--- src/sv/i2crw_pkg.sv ---
// Package for the I2C register access master: bus operation codes, step codes,
// request and register indexes, and the decoded-step struct. No dependencies.
package i2crw_pkg;

    localparam int BURST_BYTES = 4;
    localparam int BYTE_IDX_W  = $clog2(BURST_BYTES);

    localparam logic [2:0] OP_START1 = 3'd0;
    localparam logic [2:0] OP_STARTR = 3'd1;
    localparam logic [2:0] OP_SEND   = 3'd2;
    localparam logic [2:0] OP_ACKCHK = 3'd3;
    localparam logic [2:0] OP_READ   = 3'd4;
    localparam logic [2:0] OP_MACK   = 3'd5;
    localparam logic [2:0] OP_MNACK  = 3'd6;
    localparam logic [2:0] OP_STOP   = 3'd7;

    localparam logic [4:0] STEP_START  = 5'd0;
    localparam logic [4:0] STEP_WADDR  = 5'd1;
    localparam logic [4:0] STEP_ACK1   = 5'd2;
    localparam logic [4:0] STEP_REG    = 5'd3;
    localparam logic [4:0] STEP_ACK2   = 5'd4;
    localparam logic [4:0] STEP_WDATA  = 5'd5;
    localparam logic [4:0] STEP_RSTART = 5'd5;
    localparam logic [4:0] STEP_WNACK  = 5'd6;
    localparam logic [4:0] STEP_RADDR  = 5'd6;
    localparam logic [4:0] STEP_ACK3   = 5'd7;
    localparam logic [4:0] STEP_READ   = 5'd8;
    localparam logic [4:0] STEP_RACK   = 5'd9;

    localparam logic [4:0] PHASE_IDLE  = 5'd0;
    localparam logic [4:0] PHASE_FIRST = STEP_START + 5'd1;
    localparam logic [4:0] PHASE_READ  = STEP_READ + 5'd1;

    localparam logic [1:0] REQ_NONE  = 2'd0;
    localparam logic [1:0] REQ_READ  = 2'd1;
    localparam logic [1:0] REQ_WRITE = 2'd2;
    localparam logic [1:0] REQ_POS   = 2'd3;

    localparam logic [1:0] CFG_WADDR  = 2'd0;
    localparam logic [1:0] CFG_RADDR  = 2'd1;
    localparam logic [1:0] CFG_POSREG = 2'd2;
    localparam logic [1:0] CFG_HALF   = 2'd3;

    localparam logic [4:0] HALVES_BYTE  = 5'd16;
    localparam logic [4:0] HALVES_THREE = 5'd3;
    localparam logic [4:0] HALVES_TWO   = 5'd2;

    typedef struct packed {
        logic [2:0] op;
        logic [7:0] tx_byte;
        logic [4:0] halves;
    } op_info_t;

endpackage

--- src/sv/i2crw_op_decode.sv ---
// Step decoder of the I2C register access master: maps phase and transaction
// kind to the bus operation, its outgoing byte and its length. Uses i2crw_pkg.
module i2crw_op_decode (
    input  logic [4:0]                      phase,
    input  logic [1:0]                      kind,
    input  logic [i2crw_pkg::BYTE_IDX_W-1:0] byte_index,
    input  logic [7:0]                      write_addr,
    input  logic [7:0]                      read_addr,
    input  logic [7:0]                      latched_reg,
    input  logic [7:0]                      latched_data,
    output i2crw_pkg::op_info_t             info
);
    import i2crw_pkg::*;

    logic [4:0] step;
    logic       last_byte;

    assign step      = phase - 5'd1;
    assign last_byte = ({1'b0, byte_index} + 1'b1) >= (BYTE_IDX_W + 1)'(BURST_BYTES);

    always_comb begin
        info.op      = OP_STOP;
        info.tx_byte = 8'd0;
        if (kind == REQ_WRITE) begin
            unique case (step)
                STEP_START: info.op = OP_START1;
                STEP_WADDR: begin
                    info.op      = OP_SEND;
                    info.tx_byte = write_addr;
                end
                STEP_ACK1:  info.op = OP_ACKCHK;
                STEP_REG: begin
                    info.op      = OP_SEND;
                    info.tx_byte = latched_reg;
                end
                STEP_ACK2:  info.op = OP_ACKCHK;
                STEP_WDATA: begin
                    info.op      = OP_SEND;
                    info.tx_byte = latched_data;
                end
                STEP_WNACK: info.op = OP_MNACK;
                default:    info.op = OP_STOP;
            endcase
        end else begin
            unique case (step)
                STEP_START: info.op = OP_START1;
                STEP_WADDR: begin
                    info.op      = OP_SEND;
                    info.tx_byte = write_addr;
                end
                STEP_ACK1:   info.op = OP_ACKCHK;
                STEP_REG: begin
                    info.op      = OP_SEND;
                    info.tx_byte = latched_reg;
                end
                STEP_ACK2:   info.op = OP_ACKCHK;
                STEP_RSTART: info.op = OP_STARTR;
                STEP_RADDR: begin
                    info.op      = OP_SEND;
                    info.tx_byte = read_addr;
                end
                STEP_ACK3:   info.op = OP_ACKCHK;
                STEP_READ:   info.op = OP_READ;
                STEP_RACK:   info.op = (kind == REQ_POS && !last_byte) ? OP_MACK : OP_MNACK;
                default:     info.op = OP_STOP;
            endcase
        end

        case (info.op)
            OP_SEND, OP_READ:  info.halves = HALVES_BYTE;
            OP_STARTR, OP_STOP: info.halves = HALVES_THREE;
            default:           info.halves = HALVES_TWO;
        endcase
    end

endmodule

--- src/sv/i2c_register_read_write_master.sv ---
// I2C register access master, one bus tick per item. Uses i2crw_pkg, i2crw_op_decode.
// The result of an item is valid in the cycle after the item is accepted.
// Throughput: one item per cycle unless m_ready stalls the output; the single-pass
// tick logic sits between the sequencer state and the result register, which also
// lets the next item in. Reset (aresetn low, synchronous): idle phase, config at
// defaults, held results zero, no result pending.
module i2c_register_read_write_master (
    input  logic        aclk,
    input  logic        aresetn,

    input  logic        cfg_wr_en,
    input  logic [1:0]  cfg_index,
    input  logic [7:0]  cfg_wdata,

    input  logic        s_valid,
    output logic        s_ready,
    input  logic [1:0]  s_req_type,
    input  logic [7:0]  s_reg_addr,
    input  logic [7:0]  s_write_data,
    input  logic        s_sda_in,

    output logic        m_valid,
    input  logic        m_ready,
    output logic        m_scl_level,
    output logic        m_sda_pull_low,
    output logic        m_busy_res,
    output logic        m_done_res,
    output logic [7:0]  m_read_byte,
    output logic [11:0] m_x_position,
    output logic [11:0] m_y_position,
    output logic        m_ack_missing
);
    import i2crw_pkg::*;

    logic [7:0] waddr_reg, raddr_reg, posreg_reg, half_reg;

    logic [4:0]            phase_reg, phase_next;
    logic [7:0]            tick_reg, tick_next;
    logic [3:0]            bit_reg, bit_next;
    logic [7:0]            shift_reg, shift_next;
    logic [BYTE_IDX_W-1:0] byte_idx_reg, byte_idx_next;
    logic [1:0]            kind_reg, kind_next;
    logic [7:0]            lreg_reg, lreg_next;
    logic [7:0]            ldata_reg, ldata_next;
    logic [7:0]            burst_reg [BURST_BYTES];
    logic [7:0]            burst_next [BURST_BYTES];
    logic                  ack_reg, ack_next;
    logic [7:0]            held_read_reg, held_read_next;
    logic [11:0]           held_x_reg, held_x_next;
    logic [11:0]           held_y_reg, held_y_next;

    logic m_valid_reg, scl_reg, pull_reg, done_reg;
    logic scl_next, pull_next, done_next;

    logic       s_accept;
    op_info_t   info;
    logic [7:0] half_len;
    logic [4:0] hi_inc;

    assign s_ready  = !m_valid_reg || m_ready;
    assign s_accept = s_valid && s_ready;

    i2crw_op_decode u_decode (
        .phase        (phase_reg),
        .kind         (kind_reg),
        .byte_index   (byte_idx_reg),
        .write_addr   (waddr_reg),
        .read_addr    (raddr_reg),
        .latched_reg  (lreg_reg),
        .latched_data (ldata_reg),
        .info         (info)
    );

    assign half_len = (half_reg == 8'd0) ? 8'd1 : half_reg;
    assign hi_inc   = {1'b0, bit_reg} + 5'd1;

    always_comb begin
        phase_next     = phase_reg;
        tick_next      = tick_reg;
        bit_next       = bit_reg;
        shift_next     = shift_reg;
        byte_idx_next  = byte_idx_reg;
        kind_next      = kind_reg;
        lreg_next      = lreg_reg;
        ldata_next     = ldata_reg;
        burst_next     = burst_reg;
        ack_next       = ack_reg;
        held_read_next = held_read_reg;
        held_x_next    = held_x_reg;
        held_y_next    = held_y_reg;
        scl_next       = 1'b1;
        pull_next      = 1'b0;
        done_next      = 1'b0;

        if (phase_reg == PHASE_IDLE) begin
            if (s_req_type != REQ_NONE) begin
                kind_next     = s_req_type;
                lreg_next     = (s_req_type == REQ_POS) ? posreg_reg : s_reg_addr;
                ldata_next    = s_write_data;
                phase_next    = PHASE_FIRST;
                tick_next     = 8'd0;
                bit_next      = 4'd0;
                shift_next    = 8'd0;
                byte_idx_next = '0;
                ack_next      = 1'b0;
                for (int i = 0; i < BURST_BYTES; i++) begin
                    burst_next[i] = 8'd0;
                end
            end
        end else begin
            case (info.op)
                OP_START1: begin
                    scl_next  = 1'b1;
                    pull_next = (bit_reg != 4'd0);
                end
                OP_STARTR: begin
                    scl_next  = (bit_reg != 4'd0);
                    pull_next = (bit_reg == 4'd2);
                end
                OP_SEND: begin
                    scl_next  = bit_reg[0];
                    pull_next = !info.tx_byte[~bit_reg[3:1]];
                end
                OP_MACK: begin
                    scl_next  = bit_reg[0];
                    pull_next = 1'b1;
                end
                OP_STOP: begin
                    scl_next  = (bit_reg != 4'd0);
                    pull_next = (bit_reg != 4'd2);
                end
                default: begin
                    scl_next  = bit_reg[0];
                    pull_next = 1'b0;
                end
            endcase

            if (({1'b0, tick_reg} + 9'd1) < {1'b0, half_len}) begin
                tick_next = tick_reg + 8'd1;
            end else begin
                tick_next = 8'd0;
                if (bit_reg[0]) begin
                    if (info.op == OP_READ) begin
                        shift_next = {shift_reg[6:0], s_sda_in};
                    end else if (info.op == OP_ACKCHK && s_sda_in) begin
                        ack_next = 1'b1;
                    end
                end
                if (hi_inc < info.halves) begin
                    bit_next = hi_inc[3:0];
                end else begin
                    bit_next = 4'd0;
                    if (info.op == OP_READ) begin
                        burst_next[byte_idx_reg] = shift_next;
                        phase_next = phase_reg + 5'd1;
                    end else if (info.op == OP_MACK) begin
                        if (byte_idx_reg != BYTE_IDX_W'(BURST_BYTES - 1)) begin
                            byte_idx_next = byte_idx_reg + 1'b1;
                        end
                        shift_next = 8'd0;
                        phase_next = PHASE_READ;
                    end else if (info.op == OP_STOP) begin
                        done_next = 1'b1;
                        if (kind_reg == REQ_READ) begin
                            held_read_next = shift_reg;
                        end
                        if (kind_reg == REQ_POS) begin
                            held_x_next = {burst_reg[0][3:0], burst_reg[1]};
                            held_y_next = (BURST_BYTES >= 4)
                                ? {burst_reg[2][3:0], burst_reg[3]} : 12'd0;
                        end
                        phase_next = PHASE_IDLE;
                    end else begin
                        phase_next = phase_reg + 5'd1;
                    end
                end
            end
        end
    end

    always_ff @(posedge aclk) begin
        if (!aresetn) begin
            waddr_reg     <= 8'd42;
            raddr_reg     <= 8'd43;
            posreg_reg    <= 8'd3;
            half_reg      <= 8'd8;
            phase_reg     <= PHASE_IDLE;
            tick_reg      <= 8'd0;
            bit_reg       <= 4'd0;
            shift_reg     <= 8'd0;
            byte_idx_reg  <= '0;
            kind_reg      <= REQ_NONE;
            lreg_reg      <= 8'd0;
            ldata_reg     <= 8'd0;
            ack_reg       <= 1'b0;
            held_read_reg <= 8'd0;
            held_x_reg    <= 12'd0;
            held_y_reg    <= 12'd0;
            for (int i = 0; i < BURST_BYTES; i++) begin
                burst_reg[i] <= 8'd0;
            end
            m_valid_reg   <= 1'b0;
        end else begin
            if (cfg_wr_en) begin
                unique case (cfg_index)
                    CFG_WADDR:  waddr_reg  <= cfg_wdata;
                    CFG_RADDR:  raddr_reg  <= cfg_wdata;
                    CFG_POSREG: posreg_reg <= cfg_wdata;
                    CFG_HALF:   half_reg   <= cfg_wdata;
                    default:    half_reg   <= half_reg;
                endcase
            end
            if (s_accept) begin
                phase_reg     <= phase_next;
                tick_reg      <= tick_next;
                bit_reg       <= bit_next;
                shift_reg     <= shift_next;
                byte_idx_reg  <= byte_idx_next;
                kind_reg      <= kind_next;
                lreg_reg      <= lreg_next;
                ldata_reg     <= ldata_next;
                burst_reg     <= burst_next;
                ack_reg       <= ack_next;
                held_read_reg <= held_read_next;
                held_x_reg    <= held_x_next;
                held_y_reg    <= held_y_next;
                m_valid_reg   <= 1'b1;
            end else if (m_ready) begin
                m_valid_reg   <= 1'b0;
            end
        end
    end

    always_ff @(posedge aclk) begin
        if (!aresetn) begin
            scl_reg  <= 1'b1;
            pull_reg <= 1'b0;
            done_reg <= 1'b0;
        end else if (s_accept) begin
            scl_reg  <= scl_next;
            pull_reg <= pull_next;
            done_reg <= done_next;
        end
    end

    assign m_valid        = m_valid_reg;
    assign m_scl_level    = scl_reg;
    assign m_sda_pull_low = pull_reg;
    assign m_done_res     = done_reg;
    assign m_busy_res     = (phase_reg != PHASE_IDLE);
    assign m_read_byte    = held_read_reg;
    assign m_x_position   = held_x_reg;
    assign m_y_position   = held_y_reg;
    assign m_ack_missing  = ack_reg;

endmodule

--- config.mk ---
export PLATFORM = sky130hd
export DESIGN_NAME = i2c_register_read_write_master
export DESIGN_NICKNAME = d
export VERILOG_FILES = /design/src/sv/i2crw_pkg.sv /design/src/sv/i2crw_op_decode.sv /design/src/sv/i2c_register_read_write_master.sv
export SDC_FILE = /design/constraint.sdc
export NUM_CORES = 1
export LEC_CHECK = 0
export ABC_AREA = 1
export ABC_CLOCK_PERIOD_IN_PS = 5500
export BUFFER_PORTS_ARGS = -buffer_cell sky130_fd_sc_hd__buf_2
export CAP_MARGIN = 40
export CELL_PAD_IN_SITES_DETAIL_PLACEMENT = 1
export CELL_PAD_IN_SITES_GLOBAL_PLACEMENT = 1
export CORE_MARGIN = 2
export CORE_UTILIZATION = 39
export DETAILED_ROUTE_END_ITERATION = 6
export PLACE_DENSITY_LB_ADDON = 0.1
export REMOVE_ABC_BUFFERS = 1
export SLEW_MARGIN = 0
export SYNTH_ARGS = -nofsm -noshare
export SYNTH_HDL_FRONTEND = slang
export SYNTH_SLANG_ARGS = --single-unit
--- constraint.sdc ---
create_clock -name aclk -period 5.5 [get_ports aclk]
set_input_delay 1.65 -clock aclk [delete_from_list [all_inputs] [get_ports aclk]]
set_output_delay 1.65 -clock aclk [all_outputs]
set_load 0.005 [all_outputs]
==> results of run 1 <==
## metrics by stage
stage | cell area [um^2] | utilization | power [W] | hold slack (ns)
2_1_floorplan | 6740 | - | 0.00166 | 0.423
3_5_place_dp | 7440 | 0.430 | 0.00189 | 0.442
6_report | 8040 | 0.465 | 0.00304 | 0.448
4_1_cts | 8040 | 0.465 | 0.00308 | 0.451
5_1_grt | 8040 | 0.465 | 0.00322 | 0.471
3_3_place_gp | 7420 | 0.429 | 0.00188 | 0.442
## kinds of logic (layout without fill, tap and decap cells)
kind of cell,after synthesis,in the layout,synth area share
xor+xnor,11,11,0.0151
buf+inv,138,218,0.0799
simple gates,515,515,0.330
fa+ha+maj,23,23,0.0418
compound gates,167,167,0.131
flops,138,138,0.401
mux,1,1,0.00163
## worst paths after layout
kind	endpoint	from
setup / recovery	m_x_position[8]$_SDFFE_PN0P_	phase_reg[0]$_SDFFE_PN0P_
hold reg to reg	raddr_reg[4]$_SDFFE_PN0P_	raddr_reg[4]$_SDFFE_PN0P_
setup reg to reg	m_x_position[8]$_SDFFE_PN0P_	phase_reg[0]$_SDFFE_PN0P_
hold / removal	raddr_reg[4]$_SDFFE_PN0P_	raddr_reg[4]$_SDFFE_PN0P_
## cell usage after synthesis (9+ instances only)
| library cell | n | share of area |
|---|---|---|
| a21oi_1 | 84 | 0.061 |
| a31oi_1 | 9 | 0.0082 |
| clkbuf_1 | 22 | 0.012 |
| dfxtp_1 | 138 | 0.40 |
| ha_1 | 23 | 0.042 |
| inv_1 | 93 | 0.051 |
| inv_2 | 10 | 0.0054 |
| nand2_1 | 251 | 0.14 |
| nand2_2 | 10 | 0.0091 |
| nand3_1 | 53 | 0.038 |
| nand4_1 | 11 | 0.010 |
| nor2_1 | 143 | 0.078 |
| nor2_4 | 9 | 0.015 |
| o21ai_0 | 57 | 0.041 |
| xor2_1 | 9 | 0.011 |
## area by class of cell
type,count,area (um^2),share of cell area
repair buffers,80,428,0.0532
clock inverters,11,133,0.0165
multi-input cells,717,3580,0.445
clock buffers,21,460,0.0573
well taps,225,282,0.0350
flip-flops and latches,138,2760,0.344
inverters,106,398,0.0495
## metal layers
| metal | vias up | global-route usage |
|---|---|---|
| met5 | - | 0 |
| met4 | 0 | 0.0722 |
| met3 | 16 | 0.0359 |
| met2 | 80 | 0.377 |
| met1 | 2985 | 0.267 |
| li1 | 3325 | - |
## power breakdown
part / internal, W / total, W / switching [W]
clock network: 0.000699 / 0.00117 / 0.000474
registers: 0.00107 / 0.00113 / 0.0000545
logic: 0.000217 / 0.000744 / 0.000527
total: 0.00199 / 0.00304 / 0.00106
## worst max-delay path, stage by stage, from the launching register on
cell and delay (ns):
dfxtp_1 0.36, inv_1 0.20, ha_1 0.35, nand3_4 0.27, nand2_1 0.16, nor2_2 0.06
nand2_2 0.12, inv_2 0.07, nor2_4 0.15, nand2_1 0.09, nor2_1 0.18, nor2_4 0.07
nand2_2 0.11, nand2_1 0.07, inv_1 0.08, nor2_1 0.06, ha_1 0.17, or3_1 0.37
a21oi_1 0.33, nand2_2 0.14, nand4_1 0.11, buf_4 0.42, nand2_1 0.11, nand2_1 0.08
nor2_1 0.04
## placed cells by master (no fill, tap or decap), types with 6 or more instances in the layout
| cell type | count |
|---|---|
| or2_2 | 6 |
| a31oi_1 | 9 |
| ha_1 | 23 |
| nor2_2 | 6 |
| xor2_1 | 9 |
| inv_1 | 93 |
| nor2_1 | 143 |
| nand3b_1 | 6 |
| clkbuf_16 | 17 |
| nand2_1 | 251 |
| buf_2 | 74 |
| inv_2 | 10 |
| dfxtp_1 | 138 |
| nand4_1 | 11 |
| a21oi_1 | 84 |
| nand3_1 | 53 |
| o21ai_0 | 57 |
| nor2_4 | 9 |
| nand2_2 | 10 |
==> flow_summary.ini, run 1 <==
[outcome]
status = finished, final reports clean

[routing]
met2WireLength_um = 9330
ant_nets = 0
first_pass_iters = 6
wl_met1_um = 8820
vias_per_cell = 4.94
vias = 6406
drtIter0Drc = 278
drt-total-wl_um = 18900
top_layer = met4
drc = 0
wl_per_cell_um = 14.6
dr_wl_met3_um = 513

[worst_hold_path]
hold_path_class = reg -> reg
hold_depth = 2

[cts]
numClockSinks = 138
ctsHoldBuffers = 0
clk_pin_slew_ns = 0.06
cts_setup_buffers = 0
root_buffer = clkbuf_16
insertion_delay_ns = 0.43
htreeDepth = 4
cts_made_buffers = 17
clock_path_buffers = 2
cts_resized = 0
cts_tree = done

[grt]
grt.overflow.total = 0
antenna_found_initial = 0
grtUsageTotal = 0.215
grt_pass1_wl_um = 31600
grt_pass1_vias = 6330
grt_max_degree = 52

[critical_path]
worstPathArrival_ns = 4.63
worstRegToRegCells = 24
cp_data_required_time_ns = 5.82
critPathKind = reg -> reg
cp_max_fo = 48
crit_path_end_kind = flip-flop
rrSetupSlack_ns = 1.19
cp-start-kind = flip-flop

[synth]
syn_area_per_cell_um2 = 6.94
synth_enable_flop_cells = 0
ys_types = 43
synth_ff_type = dfxtp_1
ys_warn_count = 0
ys_async_sr_fraction = 0
synth_area_um2 = 6890
syn_inst = 993
ys_seq_area_frac = 0.401
synth-seq-cells = 138

[timing]
rsz0062_at_grt = false
worst_slack_ns = 1.19
timing_worst_slew_pin_value_ns = 0.797
drv_slew = 0
report.final.setup_viol = 0
post-route-period-util = 0.784
finClkSkew_ns = 0.00679
finalHoldViolations = 0
relSlewSlack = 0.463
fmax_ghz = 0.232
min_period_ns = 4.31
finalSetupTns_ns = 0

[finish]
syn_to_final_growth_pct = 16.7
antenna_cells = 0
final_cells = 1298
n_fill_cell = 2274
largest_reg_flops = 24
nNetsFinal = 1117
layout-drive-gt1-share = 0.154

[die]
num_rows = 48
dieWidth_um = 137
core_area_um2 = 17300
die_h_um = 137
ios = 73
dieArea_um2 = 18700
start_util = 0.398

[power_and_ir_drop]
leakagePower_nw = 3.77
power_density_nw_per_um2 = 379
max-vdd-ir-drop_v = 0.000215

[placed_design]
io_buffers = 72
dp_slack_ns = 1.25
post-place-cells = 1265
gp_congestion = 0.822
dp_hpwl_um = 13700

[flow_run]
cap_viol_max_count = 0
Note: power is estimated with default switching activity, not from simulation.
==> run 2, diff against run 1 <==
--- a/config.mk
+++ b/config.mk
@@ -6,7 +6,7 @@
 export NUM_CORES = 1
 export LEC_CHECK = 0
 export ABC_AREA = 1
-export ABC_CLOCK_PERIOD_IN_PS = 5500
+export ABC_CLOCK_PERIOD_IN_PS = 4100
 export BUFFER_PORTS_ARGS = -buffer_cell sky130_fd_sc_hd__buf_2
 export CAP_MARGIN = 40
 export CELL_PAD_IN_SITES_DETAIL_PLACEMENT = 1
==> constraint.sdc (replaced) <==
create_clock -name aclk -period 4.1 [get_ports aclk]
set_input_delay 1.23 -clock aclk [delete_from_list [all_inputs] [get_ports aclk]]
set_output_delay 1.23 -clock aclk [all_outputs]
set_load 0.005 [all_outputs]
==> run 2 against run 1 <==
  * Combinational power increased by 44%
  * Clock skew increased by 0.0065 ns
  * Clock power increased by 36%
  * Utilization rose by 0.96 points
  * Global-route usage grew 0.28 points
  * Sequential power increased by 34%
  * Die area stayed put
  * Sequential share of layout area fell by 0.68 points
  * Design area up 2.1%
==> flow_summary.ini, run 2 (synthesis results as in run 1) <==
[cts]
cts_tree = done
cts_made_buffers = 17
insertion_delay_ns = 0.43
clock_path_buffers = 2
numClockSinks = 138
ctsHoldBuffers = 0
clk_pin_slew_ns = 0.06
htreeDepth = 4
root_buffer = clkbuf_16

[timing]
finClkSkew_ns = 0.0133
drv_slew = 0
report.final.setup_viol = 0
post-route-period-util = 0.925
timing_worst_slew_pin_value_ns = 0.699
hold-worst-slack_ns = 0.453
min_period_ns = 3.79
fmax_ghz = 0.264
finalSetupTns_ns = 0
finalHoldViolations = 0
relSlewSlack = 0.529

[grt]
grt_pass1_wl_um = 32500
grt.overflow.total = 0
antenna_found_initial = 0
grt_pass1_vias = 6614
grt_max_degree = 50
grtUsageTotal = 0.218

[critical_path]
cp_data_required_time_ns = 4.46
worstPathArrival_ns = 4.15
critPathKind = reg -> reg
cp_max_fo = 8
cp-start-kind = flip-flop
crit_path_end_kind = flip-flop

[die]
dieArea_um2 = 18700
start_util = 0.398
core_area_um2 = 17300
die_h_um = 137
dieWidth_um = 137
ios = 73
num_rows = 48

[finish]
antenna_cells = 0
design_area_um2 = 8210
syn_to_final_growth_pct = 19.1
mostFrequentLayoutCells = 251 x nand2_1, 143 x nor2_1, 137 x dfxtp_1, 92 x inv_1, 84 x a21oi_1
mostFrequentLayoutCell = nand2_1
nNetsFinal = 1128
multiInputGateArea_um2 = 3620
post-route-util = 0.475
n_fill_cell = 2272
ff_latch_area_um2 = 2760
layout-drive-gt1-share = 0.168
final_cells = 1309
largest_reg_flops = 24

[routing]
drt-total-wl_um = 19400
vias_per_cell = 4.95
wl_per_cell_um = 14.8
vias = 6483
drc = 0
drtIter0Drc = 242
ant_nets = 0
first_pass_iters = 4

[worst_hold_path]
hold_path_class = reg -> reg

[placed_design]
dp_hpwl_um = 13900
post-place-cells = 1277
io_buffers = 72
gp_congestion = 0.843
dpl-instance-area_um2 = 7560

[outcome]
status = finished, final reports clean

[power_and_ir_drop]
max-vdd-ir-drop_v = 0.000361
leakagePower_nw = 3.84
power_density_nw_per_um2 = 509

[flow_run]
cap_viol_max_count = 0
[run 2: cell count changes in the layout (fill, tap and decap cells not counted), sizes merged]
| cell | delta |
|---|---|
| inv | -1 |
| clkinv | +1 |
| buf | +11 |
[run 2: path summary, 6_finish.rpt]
kind                                  start                   endpoint  slack (ns)  depth (start not counted)
setup / recovery  phase_reg[0]$_SDFFE_PN0P_  burst_reg[0]$_SDFFE_PN0P_        0.31                         24
hold / removal    raddr_reg[4]$_SDFFE_PN0P_  raddr_reg[4]$_SDFFE_PN0P_        0.45                          2
setup reg to reg  phase_reg[0]$_SDFFE_PN0P_  burst_reg[0]$_SDFFE_PN0P_        0.31                         24
hold reg to reg   raddr_reg[4]$_SDFFE_PN0P_  raddr_reg[4]$_SDFFE_PN0P_        0.45                          2
[run 2: cell type report]
class,count,area share
Inverter,106,0.0485
Sequential cell,138,0.337
Clock inverter,11,0.0162
Clock buffer,21,0.0573
Timing Repair Buffer,91,0.0659
Multi-Input combinational cell,717,0.441
Tap cell,225,0.0343
[run 2: worst max-delay path, stage by stage (launching register included)]
cell     delay (ns)
dfxtp_1        0.32
inv_2          0.14
ha_4           0.22
nand2_2        0.09
nand2_4        0.10
nand2_1        0.08
nor2_2         0.19
nand2_2        0.13
nand3_1        0.10
nand2_1        0.07
o21ai_1        0.27
nand3_2        0.18
nand2_1        0.12
inv_1          0.06
nor2_1         0.12
inv_1          0.06
ha_1           0.30
nand2_1        0.06
nor3_1         0.20
nand2_2        0.11
nand3_2        0.18
nand3_4        0.15
nor2_4         0.26
nand2_1        0.08
a21oi_1        0.13
[run 2: routing by layer]
metal / vias to the layer above / track usage / wire [um]
li1: 3345 / - / -
met3: 22 / 0.0337 / 518
met4: 0 / 0.0670 / 288
met2: 83 / 0.384 / 9460
met1: 3033 / 0.272 / 9140
met5: - / 0 / 0
[run 2: power breakdown]
group | total (W) | internal, W | switching, W
clock network | 0.00159 | 0.000953 | 0.000637
registers | 0.00151 | 0.00144 | 0.0000728
logic | 0.00107 | 0.000334 | 0.000740
total | 0.00418 | 0.00273 | 0.00145
[run 2: through the flow]
| stage | power [W] | setup WS (ns) |
|---|---|---|
| floorplan | 0.00222 | -0.265 |
| global placement | 0.00257 | 0.156 |
| detailed placement | 0.00259 | 0.0875 |
| CTS | 0.00419 | 0.0205 |
| global route | 0.00440 | -0.00819 |
| finish | 0.00418 | 0.308 |
[run 2: repair_timing]
action                                  in CTS  in global routing
resized for setup                            0                  8
setup buffers                                0                  0
endpoints found under the setup margin       0                 71
==> run 3, diff against run 2 <==
--- a/config.mk
+++ b/config.mk
@@ -11,7 +11,7 @@
 export CAP_MARGIN = 40
 export CELL_PAD_IN_SITES_DETAIL_PLACEMENT = 1
 export CELL_PAD_IN_SITES_GLOBAL_PLACEMENT = 1
-export CORE_MARGIN = 2
+export CORE_MARGIN = 1.5
 export CORE_UTILIZATION = 39
 export DETAILED_ROUTE_END_ITERATION = 6
 export PLACE_DENSITY_LB_ADDON = 0.1
==> run 3 against run 2 <==
  * Sequential cell count stayed put
  * Clock power down 5%
  * Global-route usage down 0.24 points
  * Power down 2.3%
  * Register-to-register slack hardly changed
  * Worst hold slack got worse by 0.0026 ns
  * Final cell count is 0.15% higher
  * Routed wire length is 1.9% lower
  * Largest power group is now registers
==> flow_summary.ini, run 3 (synthesis results as in run 1) <==
[power_and_ir_drop]
p_comb_frac = 0.259
p_seq_frac = 0.372
pwr-share-clk = 0.369
leakagePower_nw = 3.85
power_density_nw_per_um2 = 496
switching_share = 0.349
max-vdd-ir-drop_v = 0.000324
totalPowerFinal_w = 0.00408
p_int_w = 0.00266
p_switching_w = 0.00142

[finish]
mostFrequentLayoutCell = nand2_1
nNetsFinal = 1130
n_fill_cell = 2258
post-route-util = 0.475
mostFrequentLayoutCells = 251 x nand2_1, 143 x nor2_1, 136 x dfxtp_1, 93 x inv_1, 83 x a21oi_1
final_cells = 1311
layout-drive-gt1-share = 0.173
ff_latch_area_um2 = 2770
antenna_cells = 0
multiInputGateArea_um2 = 3640
syn_to_final_growth_pct = 19.3
largest_reg_flops = 24

[timing]
timing_worst_slew_pin_value_ns = 0.694
finalHoldViolations = 0
post-route-period-util = 0.923
rsz0062_at_grt = false
hold-worst-slack_ns = 0.450
finClkSkew_ns = 0.00964
drv_slew = 0
min_period_ns = 3.78
report.final.setup_viol = 0
relSlewSlack = 0.533
fmax_ghz = 0.264

[placed_design]
post-place-cells = 1275
dp_hpwl_um = 13900
io_buffers = 72
gp_congestion = 0.851

[critical_path]
cp_max_fo = 24
critPathKind = reg -> reg
worstPathArrival_ns = 4.10
cp_data_required_time_ns = 4.42
cp-start-kind = flip-flop
crit_path_end_kind = flip-flop

[grt]
antenna_found_initial = 0
grt_pass1_vias = 6362
grt.overflow.total = 0
grt_max_degree = 49
grtUsageTotal = 0.216
grt_pass1_wl_um = 31400

[die]
die_h_um = 136
num_rows = 48
core_area_um2 = 17300
ios = 73
dieWidth_um = 136
start_util = 0.398
dieArea_um2 = 18500

[routing]
vias_per_cell = 4.92
drtIter0Drc = 203
drc = 0
vias = 6449
drt-total-wl_um = 19100
wl_per_cell_um = 14.5
ant_nets = 0
first_pass_iters = 5

[worst_hold_path]
hold_path_class = reg -> reg

[cts]
clk_pin_slew_ns = 0.06
root_buffer = clkbuf_16
cts_made_buffers = 17
clock_path_buffers = 2
insertion_delay_ns = 0.43
cts_tree = done
htreeDepth = 4
numClockSinks = 138
ctsHoldBuffers = 0

[flow_run]
cap_viol_max_count = 0

[outcome]
status = finished, final reports clean
==> run 3: worst max-delay path: stages, from the launching register on <==
cell and delay, ns:
dfxtp_2 0.35, inv_1 0.08, ha_2 0.28, nand2_2 0.09, nand2_4 0.09, nand3_1 0.11
a21oi_1 0.28, nor2_4 0.09, nand3_1 0.11, nand2_1 0.12, nand2_4 0.13, nand2_2 0.08
nand2_1 0.09, inv_1 0.06, nor2_1 0.12, inv_1 0.06, ha_1 0.34, nand2_1 0.08
nor3_2 0.18, nand2_2 0.12, nand2_2 0.13, nand4_1 0.10, buf_4 0.19, buf_12 0.16
nor2_1 0.13, nor2_1 0.06
==> run 3: area by class of cell <==
cell class	instances	area share
Timing Repair Buffer	93	0.0682
Tap cell	225	0.0342
Clock buffer	20	0.0567
Multi-Input combinational cell	717	0.442
Clock inverter	12	0.0138
Sequential cell	138	0.336
Inverter	106	0.0484
==> run 3: per-layer routing <==
layer / up-vias / routed length [um] / GRT usage
li1: 3348 / - / -
met1: 3002 / 8890 / 0.263
met2: 82 / 9390 / 0.384
met3: 17 / 537 / 0.0406
met4: 0 / 233 / 0.0638
met5: - / 0 / 0
==> run 3: power by group through the flow <==
stage                     clock network (W)  logic [W]  registers, W
after floorplan                           0   0.000704       0.00152
after global placement                    0    0.00101       0.00154
after detailed placement                  0    0.00102       0.00154
after CTS                           0.00154    0.00105       0.00152
after global routing                0.00160    0.00119       0.00153
final                               0.00151    0.00106       0.00152
==> run 3: through the flow <==
step	setup slack (ns)	setup TNS, ns	area [um^2]
6_report	0.315	0	8220
5_1_grt	0.00586	0	8220
4_1_cts	0.0589	0	8150
3_5_place_dp	-0.0594	-0.275	7530
3_3_place_gp	0.156	0	7510
2_1_floorplan	-0.265	-6.37	6740
==> run 3: repair_timing <==
item | 4_1_cts | 5_1_grt
pin swaps | 4 | 3
cloned | 0 | 1
hold endpoints to repair | 0 | 0
endpoints found under the setup margin | 25 | 71
resized for setup | 3 | 9
setup buffers | 2 | 1
==> run 3: worst paths after layout <==
path	from	endpoint	slack, ns	cells after the start
setup / recovery	phase_reg[0]$_SDFFE_PN0P_	m_y_position[4]$_SDFFE_PN0P_	0.32	25
hold / removal	raddr_reg[4]$_SDFFE_PN0P_	raddr_reg[4]$_SDFFE_PN0P_	0.45	2
setup reg to reg	phase_reg[0]$_SDFFE_PN0P_	m_y_position[4]$_SDFFE_PN0P_	0.32	25
hold reg to reg	raddr_reg[4]$_SDFFE_PN0P_	raddr_reg[4]$_SDFFE_PN0P_	0.45	2
